$ cat config.mk
export PLATFORM = sky130hd
export DESIGN_NAME = prcrm_cnt_unit
export DESIGN_NICKNAME = d
export VERILOG_FILES = /design/src/rtl/prcrm_pkg.sv /design/src/rtl/prcrm_cnt_unit.sv
export SDC_FILE = /design/constraint.sdc
export NUM_CORES = 1
export LEC_CHECK = 0
export ABC_AREA = 1
export BUFFER_PORTS_ARGS = -buffer_cell sky130_fd_sc_hd__clkbuf_2
export CAP_MARGIN = 40
export CORE_MARGIN = 5
export CORE_UTILIZATION = 40
export DETAILED_ROUTE_END_ITERATION = 7
export GPL_TIMING_DRIVEN = 0
export PLACE_DENSITY = 0.67
export SYNTH_ARGS = -nofsm -noshare
export SYNTH_HDL_FRONTEND = slang
export SYNTH_SLANG_ARGS = --single-unit
$ cat constraint.sdc
create_clock -name vclk -period 1.62
set_clock_uncertainty 0.05 [all_clocks]
set_input_delay 0.324 -clock vclk [all_inputs]
set_output_delay 0.324 -clock vclk [all_outputs]
set_load 0.01 [all_outputs]
$ cat src/rtl/prcrm_pkg.sv
// Shared widths, constants and types for the page reference count region marker.
package prcrm_pkg;

  // Page geometry and request limits
  localparam int PAGE_BITS      = 12;
  localparam int NUM_PAGES      = 4096;
  localparam int MAX_SPAN_PAGES = 64;

  // Field widths
  localparam int ADDR_W     = 24;
  localparam int BYTES_W    = 19;
  localparam int CNT_W      = 16;
  localparam int PAGE_IDX_W = $clog2(NUM_PAGES);
  localparam int RUN_W      = $clog2(MAX_SPAN_PAGES + 1);
  localparam int FIRST_W    = ADDR_W - PAGE_BITS;
  localparam int LAST_W     = ADDR_W + 1 - PAGE_BITS;

  // Result item kinds
  localparam logic KIND_REGION = 1'b0;
  localparam logic KIND_DONE   = 1'b1;

  typedef logic [ADDR_W-1:0]     addr_t;
  typedef logic [BYTES_W-1:0]    bytes_t;
  typedef logic [CNT_W-1:0]      cnt_t;
  typedef logic [PAGE_IDX_W-1:0] page_idx_t;

  // Result of one count update
  typedef struct packed {
    cnt_t count;
    logic hit;
    logic err;
  } cnt_upd_t;

endpackage

$ cat src/rtl/prcrm_cnt_unit.sv
// Shared count update unit: add or remove one reference with saturation check.
module prcrm_cnt_unit (
  input  prcrm_pkg::cnt_t     count,
  input  logic                increment,
  output prcrm_pkg::cnt_upd_t upd
);
  import prcrm_pkg::*;

  localparam cnt_t CNT_MAX = '1;

  always_comb begin
    upd.count = count;
    upd.hit   = 1'b0;
    upd.err   = 1'b0;
    if (increment) begin
      // Hold a full count and flag overflow
      if (count == CNT_MAX) begin
        upd.err = 1'b1;
      end else begin
        upd.count = count + cnt_t'(1);
        upd.hit   = (count == '0);
      end
    end else begin
      // Hold a zero count and flag underflow
      if (count == '0) begin
        upd.err = 1'b1;
      end else begin
        upd.count = count - cnt_t'(1);
        upd.hit   = (count == cnt_t'(1));
      end
    end
  end

endmodule

==> impl_results.md, run 1 <==
- Status: complete, but fails checks
- Failing checks: negative setup slack
- Top post-synthesis cells by area: nand2_1, nand3_1, nor2_1
- Worst path most repeated cell: nand2_1
- PnR Total Power: 0.367 mW
- Main combinational cell family by area after synthesis: simple AND/OR/NAND/NOR gates
- Post-DRT Antenna Nets: 0
- CP cell instances: clkbuf_16 -> ha_4 -> nand3_4 -> buf_4 -> nor3_4 -> nand2_1 -> nand3_1 -> nand2_1 -> nand2_1 -> clkbuf_2
- Max_slew headroom: 80.4%
- Synth Cell Area: 1220 um2
- Nets@finish: roughly 320
- Simple-gate portion of the synthesized area: 71.4%
- Core Box Area: 3000 um2
- Worst Hold Class: in -> out
- Clock power share: 0%
- Max-cap violations: 0
- N_diodes: 0
- Die Ht: 65.3 um
- Critical Path AT: between 1.5 and 2 ns
- Pleak: 1.00 nW
- Layout cell share with drive strength beyond 1: 33.8%
- Antenna violations before repair: 0
- Distinct cell type count after synthesis: 24
- Ports: 35
- Multi-input logic area: 1260 um2
- Crit-path slowest cell: nor3_4
- # port buffers: 30
- All-layer global routing usage: about a fifth
- DR vias/cell: 5.30
- Tightest Pin Transition: between 0.2 and 0.3 ns
- DRT iter0 DRCs: 154
- Sw Share: 61.2%
- First-pass GRT wire length: just over 7 mm
- Remaining DRCs: 0
- Post-layout min period: slightly below 2 ns
- Post-synthesis mux area share: 0%
- Register Area: 0 um2
- WS Path Type: in -> out
- FF+latch count: 0
- Synth top area share: just under 30%
- Pre-CTS setup slack: -0.474 ns
- Post-route setup TNS: -4.45 ns
- Placer Congestion: 0.927
- Routed WL: roughly 4.4 mm
- WHS Path Cells: 4
- Internal Power: about 0.14 mW
- Power Dens Cells: 198 nW/um2
- RSZ-0062 raised after global routing: yes
- Net Sw Power: 0.225 mW
- Peak supply drop: 0.132 mV
- Net Count, Synth: 272
- Die ar.: 4270 um2
- Worst Hold End: upd[14]
- CP endpoint kind: output port
- Area grow syn2layout: 51.2%
- Commonest non-fill, non-tap cell in the layout: nand2_1
- Wirelength per Cell: 13.3 um
- Syn_area_per_cell: roughly 5 um2
- Pin count of the biggest net entering global routing: 11
- Initial Util: between 40 and 50%
- Gate power share: 100.0%
- First-pass DRT Iterations: 4
- DP Wirelength: 3.04 mm
- Req. time, crit path: 1.25 ns
- Max Freq: 0.518 GHz
- Post-route setup slack: -0.311 ns
- Number of clock buffers in the layout: 0
- Slew Limit Fails: 0
- Worst-path fanout max: 6
- Synth Area in Adders: about 4%
- Die Wd: between 60 and 70 um
- Final Util: 61.7%
- Final hold vios: 0
- Final setup violating endpoints: 18
- Most frequent cells in the layout: nand2_1, nand3_1, nor2_1
- Fillers: between 200 and 300
- Total grt overflow: 0
- Vias in the first global route: 1625
- CP max stage delay: 0.24 ns
- Post-synthesis compound-gate area fraction: under 10%
- Sequential area share after synthesis: 0%
- Min-delay src: increment
- Syn. warnings: 0
- Largest area contributor in the netlist: nand2_1
- Final period util: 119%
- Post-synthesis xor/xnor area fraction: 9.30%
- CP startpoint kind: input pin
- Vias: 1758
- Sequential share of power: 0%
- Synth Instances: approximately 250
- FP Rows: 20
[worst max path at each step]
stage / start / endpoint / depth (start not counted)
after CTS: count[5] / upd[0] / 8
after global routing: count[0] / upd[10] / 10
final: count[0] / upd[10] / 10
after floorplan: count[0] / upd[8] / 7
after detailed placement: count[0] / upd[16] / 10
after global placement: count[0] / upd[8] / 9
[cells by family after synthesis]
family,Yosys count
fa+ha+maj,4
simple gates,192
buf+inv,33
compound gates,9
xor+xnor,13
[per-stage QoR]
stage               hold WS, ns  area, um2  std cells
floorplan                 0.780       1250        251
CTS                        1.04       1670        328
global route               1.09       1850        332
finish                     1.04       1850        332
global placement           1.04       1440        314
detailed placement         1.06       1440        314
[timing repair]
item | in CTS | in global routing
cloned | 0 | 1
hold endpoints to repair | 0 | 0
hold buffers | 0 | 0
setup endpoints to repair | 18 | 18
buffers inserted | 14 | 3
pin swaps | 16 | 15
resized for setup | 24 | 46
[layout make-up]
cell class,count,area share [%]
Multi-Input combinational cell,218,68.2
Tap cell,33,2.23
Inverter,25,5.74
Buffer,8,3.11
Timing Repair Buffer,48,20.7
[layer usage]
| layer | vias up | GRT usage (%) | share of wire (%) |
|---|---|---|---|
| met5 | - | 0 | 0 |
| met2 | 68 | 37.2 | 49 |
| met3 | 8 | 0.855 | 6.7 |
| li1 | 889 | - | - |
| met1 | 793 | 26.9 | 42 |
| met4 | 0 | 2.07 | 1.5 |
[critical path, delay by kind of cell]
family        cells  cell delay [ns]
simple gates      6             0.69
fa+ha+maj         1             0.14
buf+inv           3             0.40
[cells in the mapped netlist]
cell / n
buf_2: 3
nor3_1: 1
ha_1: 4
inv_1: 23
nor2_1: 31
nand2_1: 97
nand4_2: 1
inv_2: 2
nor2_4: 6
o21ai_1: 8
nor4_1: 1
o21bai_1: 1
buf_6: 1
nor3_2: 1
nand3_1: 43
xor2_1: 13
nor2_2: 2
nand2_2: 4
buf_4: 1
nand2_4: 1
nand4_1: 3
buf_1: 2
nand3_2: 1
clkbuf_1: 1
[power by group through the flow]
| stage | combinational, mW | sequential (mW) | clock, mW |
|---|---|---|---|
| 5_1_grt | 0.410 | 0 | 0 |
| 2_1_floorplan | 0.192 | 0 | 0 |
| 3_3_place_gp | 0.293 | 0 | 0 |
| 3_5_place_dp | 0.296 | 0 | 0 |
| 6_report | 0.367 | 0 | 0 |
| 4_1_cts | 0.325 | 0 | 0 |
Power figures use the tool's default switching activity.
==> run 2, diff against run 1 <==
Settings changed: CORE_ASPECT_RATIO set to 1.4, GPL_ROUTABILITY_DRIVEN set to 0.
==> run 2 against run 1 <==
  * The flow still finishes with violations (negative setup slack)
  * Setup slack better by 0.056 ns
  * Utilization up 4.8 points
  * Non-clock buffer count up 2
  * Final area up 4.3%
  * Clock-buffer cell count unchanged
  * Critical endpoint is now upd[4]
  * Largest cell class unchanged
  * Largest power group unchanged
==> impl_results.md, run 2 (same netlist as run 1, synthesis figures left out) <==
- Final hold vios: 0 (unchanged)
- Sequential share of power: 0% (unchanged)
- Die Wd: 56.8 um (-13%)
- Pin count of the biggest net entering global routing: 11 (unchanged)
- Net Sw Power: 0.232 mW (+3.3%)
- All-layer global routing usage: 22.2% (+1.9 points)
- Peak supply drop: 0.136 mV (+3.7%)
- Tightest Pin Transition: 0.283 ns (-0.00956 ns)
- Remaining DRCs: 0 (unchanged)
- Layout cell share with drive strength beyond 1: 37.5% (+3.8 points)
- CP startpoint kind: input pin
- Worst-path fanout max: 4 (-2)
- Max_slew headroom: 81.1% (+0.64 points)
- Cts hold-fix bufs: 0 (unchanged)
- Grt met2 use: 42.8% (+5.6 points)
- Placed insts: 318 (+1.3%)
- PnR Total Power: 0.388 mW (+5.5%)
- Cell family with most CP delay: simple AND/OR/NAND/NOR gates
- CP cell instances: clkbuf_16 -> ha_4 -> nand3_4 -> nor2_4 -> nand2_2 -> nor2_4 -> buf_6 -> o21ai_1 -> nand2_1 -> buf_2
- Crit-path slowest cell: nor2_4
- Ports: 35 (unchanged)
- Vias: 1788 (+1.7%)
- Vias in the first global route: 1767 (+8.7%)
- Post-layout min period: 1.88 ns (-0.0561 ns)
- DP Wirelength: 3.08 mm (+1.5%)
- Area grow syn2layout: 57.6%
- Area after DPL: 1450 um2 (+0.35%)
- CP endpoint kind: output port
- Req. time, crit path: 1.25 ns (about the same)
- Total grt overflow: 0 (unchanged)
- Die ar.: 4280 um2 (+0.36%)
- Slew Limit Fails: 0 (unchanged)
- Core Box Area: 2910 um2 (-3.2%)
- Max Freq: 0.533 GHz (+3.0%)
- Critical Path AT: 1.50 ns (-0.06 ns)
- Antenna violations before repair: 0 (unchanged)
- Register Area: 0 um2 (unchanged)
- Post-route setup TNS: -3.89 ns (+0.554 ns)
- Failing checks: negative setup slack
- N_diodes: 0 (unchanged)
- DR vias/cell: 5.29 (about the same)
- Number of clock buffers in the layout: 0 (unchanged)
- Met3 Use GR: 1.19% (+0.33 points)
- FF+latch count: 0 (unchanged)
- First-pass DRT Iterations: 6 (+2)
- Routed WL: 4.71 mm (+7.0%)
- WS Path Type: in -> out
- Sw Share: 60.0% (-1.3 points)
- Clock power share: 0% (unchanged)
- Nets@finish: 324 (+0.62%)
- Post-route setup slack: -0.255 ns (+0.0561 ns)
- Number of buffer and inverter stages on the critical path: 3 (unchanged)
- Final Util: 66.4% (+4.8 points)
- Most frequent cells in the layout: nand2_1, nand3_1, inv_1
- Worst Hold Class: in -> out
- Grt peak-use layer: met2
- Worst path most repeated cell: nor2_4
- Final design area excluding fillers: 1930 um2 (+4.3%)
- Max-cap violations: 0 (unchanged)
- Final period util: 116% (-3.5 points)
- Grt met1 use: 25.5% (-1.5 points)
- Initial Util: 42.1% (+1.4 points)
- Power Dens Cells: 201 nW/um2 (+1.2%)
- Pleak: 1.01 nW (+0.73%)
- Internal Power: 0.155 mW (+8.9%)
- CP max stage delay: 0.16 ns (-0.08 ns)
- # port buffers: 30 (unchanged)
- DRT iter0 DRCs: 51 (-67%)
- Finished Layout Cells: 338 (+1.8%)
- Status: complete, but fails checks
- Commonest non-fill, non-tap cell in the layout: nand2_1
- First-pass GRT wire length: 7.78 mm (+7.9%)
- Die Ht: 75.5 um (+16%)
- FP Rows: 23 (+15%)
- RSZ-0062 raised after global routing: yes
- Final setup violating endpoints: 18 (unchanged)
- Gate power share: 100.0% (about the same)
- Post-DRT Antenna Nets: 0 (unchanged)
- Wirelength per Cell: 13.9 um (+5.1%)
-- run 2: cell count changes in the layout (fill, tap and decap cells not counted), moves of 2 or more --
cell	before	now
clkbuf_4	2	4
nor2_1	24	17
nand2_4	3	1
buf_4	12	16
nor2_4	12	15
clkbuf_2	18	12
nor2_2	3	7
nand2_1	92	90
nand2_2	7	11
-- run 2: cell type report --
class,instances,area (um2)
Multi-Input combinational cell,218,1290
Fill cell,250,976
Timing Repair Buffer,50,428
Inverter,25,109
Buffer,8,57.6
Tap cell,37,46.3
-- run 2: final timing paths --
check / slack (ns) / cells past startpoint / start / endpoint
worst max-delay path: -0.26 / 10 / count[1] / upd[4]
worst min-delay path: 1.05 / 6 / count[1] / upd[3]
-- run 2: metrics by stage --
stage / hold WS (ns) / setup WS [ns]
2_1_floorplan: 0.780 / 0.000239
3_3_place_gp: 1.04 / -0.500
3_5_place_dp: 1.05 / -0.525
4_1_cts: 1.04 / -0.232
5_1_grt: 1.09 / -0.330
6_report: 1.05 / -0.255
-- run 2: repair_timing --
item                       CTS  global route
gates cloned                 1             0
gates resized for setup     68            24
buffers inserted            17             2
setup endpoints to repair   18            18
pin swaps                   20            10
-- run 2: per-layer routing --
metal,routed length [um],part of all wire [%],vias to the layer above
met5,0,0,-
met4,138,2.9,0
met3,193,4.1,12
met2,2490,53,59
met1,1890,40,821
li1,-,-,896
-- run 2: power groups by stage --
stage                     Clock (mW)  Combinational [mW]  Sequential (mW)
final                              0               0.388                0
after detailed placement           0               0.297                0
after floorplan                    0               0.192                0
after global placement             0               0.295                0
after global routing               0               0.428                0
after CTS                          0               0.367                0
==> run 3, diff against run 2 <==
Settings changed: TNS_END_PERCENT set to 50.
==> run 3 against run 2 <==
  * The flow still finishes with violations (negative setup slack)
  * Power fell by 7.2%
  * Global-route usage fell by 1.7 points
  * Routed wire length fell by 9.5%
  * Critical path type unchanged
  * Final area fell by 7.8%
  * Sequential cell count did not move
  * Combinational power fell by 7.2%
  * Via count fell by 3.0%
  * Utilization fell by 5.2 points
  * Sequential share of layout area did not move
  * Critical path depth did not move
  * Clock-buffer cell count did not move
==> impl_results.md, run 3 (same netlist as run 1, synthesis figures left out) <==
- Number of clock buffers in the layout: 0 (unchanged)
- PnR Total Power: 0.360 mW (-7.2%)
- Max-cap violations: 0 (unchanged)
- Register Area: 0 um2 (unchanged)
- Post-layout min period: 1.85 ns (-0.0289 ns)
- DP Wirelength: 3.08 mm (unchanged)
- Fillers: 277 (+11%)
- Wirelength per Cell: 12.7 um (-8.9%)
- Worst Hold End: upd[3]
- Area after DPL: 1450 um2 (unchanged)
- Number of buffer and inverter stages on the critical path: 3 (unchanged)
- Critical Path AT: 1.47 ns (-0.03 ns)
- Power Dens Cells: 202 nW/um2 (+0.70%)
- Req. time, crit path: 1.25 ns (about the same)
- First-pass DRT Iterations: 4 (-2)
- Slew Limit Fails: 0 (unchanged)
- Cts hold-fix bufs: 0 (unchanged)
- Total grt overflow: 0 (unchanged)
- Final hold vios: 0 (unchanged)
- CP endpoint kind: output port
- Final period util: 114% (-1.8 points)
- DRT iter0 DRCs: 39 (-24%)
- Post-DRT Antenna Nets: 0 (unchanged)
- Die Ht: 75.5 um (unchanged)
- CP startpoint kind: input pin
- CP cell instances: clkbuf_16 -> ha_4 -> nand3_4 -> nor2_4 -> nand2_2 -> nor2_4 -> buf_6 -> o21bai_1 -> nand2_1 -> buf_2
- Commonest non-fill, non-tap cell in the layout: nand2_1
- Pre-CTS setup slack: -0.525 ns (unchanged)
- Core Box Area: 2910 um2 (unchanged)
- Placed insts: 318 (unchanged)
- Vias: 1734 (-3.0%)
- Hold Slack: 1.01 ns (-0.0323 ns)
- Nets@finish: 322 (-0.62%)
- Pleak: 0.962 nW (-4.9%)
- Layout cell share with drive strength beyond 1: 33.8% (-3.8 points)
- Pin count of the biggest net entering global routing: 11 (unchanged)
- Ports: 35 (unchanged)
- Most frequent cells in the layout: nand2_1, nand3_1, inv_1, nor2_1, clkbuf_2
- Routed WL: 4.26 mm (-9.5%)
- Remaining DRCs: 0 (unchanged)
- WHS Path Cells: 6 (unchanged)
- Final Util: 61.2% (-5.2 points)
- Peak supply drop: 0.140 mV (+2.3%)
- First-pass GRT wire length: 7.26 mm (-6.7%)
- Worst path most repeated cell: nor2_4
- Final setup violating endpoints: 18 (unchanged)
- Worst Hold Class: in -> out
- DR vias/cell: 5.16 (-2.4%)
- Die Wd: 56.8 um (unchanged)
- Failing checks: negative setup slack
- Max Freq: 0.542 GHz (+1.6%)
- Initial Util: 42.1% (unchanged)
- Finished Layout Cells: 336 (-0.59%)
- Die ar.: 4280 um2 (unchanged)
- Final design area excluding fillers: 1780 um2 (-7.8%)
- All-layer global routing usage: 20.5% (-1.7 points)
- N_diodes: 0 (unchanged)
- # port buffers: 30 (unchanged)
- Tightest Pin Transition: 0.297 ns (+0.0142 ns)
- FF+latch count: 0 (unchanged)
- Cell family with most CP delay: simple AND/OR/NAND/NOR gates
- Status: complete, but fails checks
- CP max stage delay: 0.16 ns (about the same)
- Post-route setup slack: -0.226 ns (+0.0289 ns)
- Crit-path slowest cell: nor2_4
- Worst-path fanout max: 4 (unchanged)
- RSZ-0062 raised after global routing: yes
- FP Rows: 23 (unchanged)
- Area grow syn2layout: 45.3%
- Max_slew headroom: 80.1% (-0.95 points)
- Min-delay src: count[1]
- Post-route setup TNS: -3.53 ns (+0.359 ns)
- Antenna violations before repair: 0 (unchanged)
- Vias in the first global route: 1648 (-6.7%)
- WS Path Type: in -> out
## run 3: cell count changes in the layout (fill, tap and decap cells not counted), sizes merged
| cell | previous run | this run |
|---|---|---|
| buf | 38 | 36 |
## run 3: report_power, final
| part | switching (mW) | internal [mW] | total, mW |
|---|---|---|---|
| registers | 0 | 0 | 0 |
| clock network | 0 | 0 | 0 |
| logic | 0.217 | 0.142 | 0.360 |
| total | 0.217 | 0.142 | 0.360 |
## run 3: area by class of cell
| type | count | area [um2] | share of cell area, % |
|---|---|---|---|
| Buffer | 8 | 51.3 | 2.88 |
| Timing Repair Buffer | 48 | 352 | 19.8 |
| Multi-Input combinational cell | 218 | 1230 | 69.1 |
| Tap cell | 37 | 46.3 | 2.60 |
| Inverter | 25 | 101 | 5.70 |
## run 3: per-layer routing
layer / global-route usage [%] / routed length [um]
met3: 0.678 / 259
met4: 3.35 / 68
met2: 40.6 / 2260
met1: 25.1 / 1680
met5: 0 / 0
## run 3: worst max-delay path by stage
stage                   from      end  cells past startpoint
floorplan           count[0]   upd[8]                      7
global placement    count[0]   upd[8]                      9
detailed placement  count[0]  upd[10]                      9
CTS                 count[1]   upd[6]                     10
global route        count[1]  upd[16]                     10
finish              count[0]   upd[9]                     10
## run 3: repair_timing
action,CTS,global route
setup buffers,13,5
gates resized for setup,27,35
endpoints found under the setup margin,18,18
pin swaps,15,8
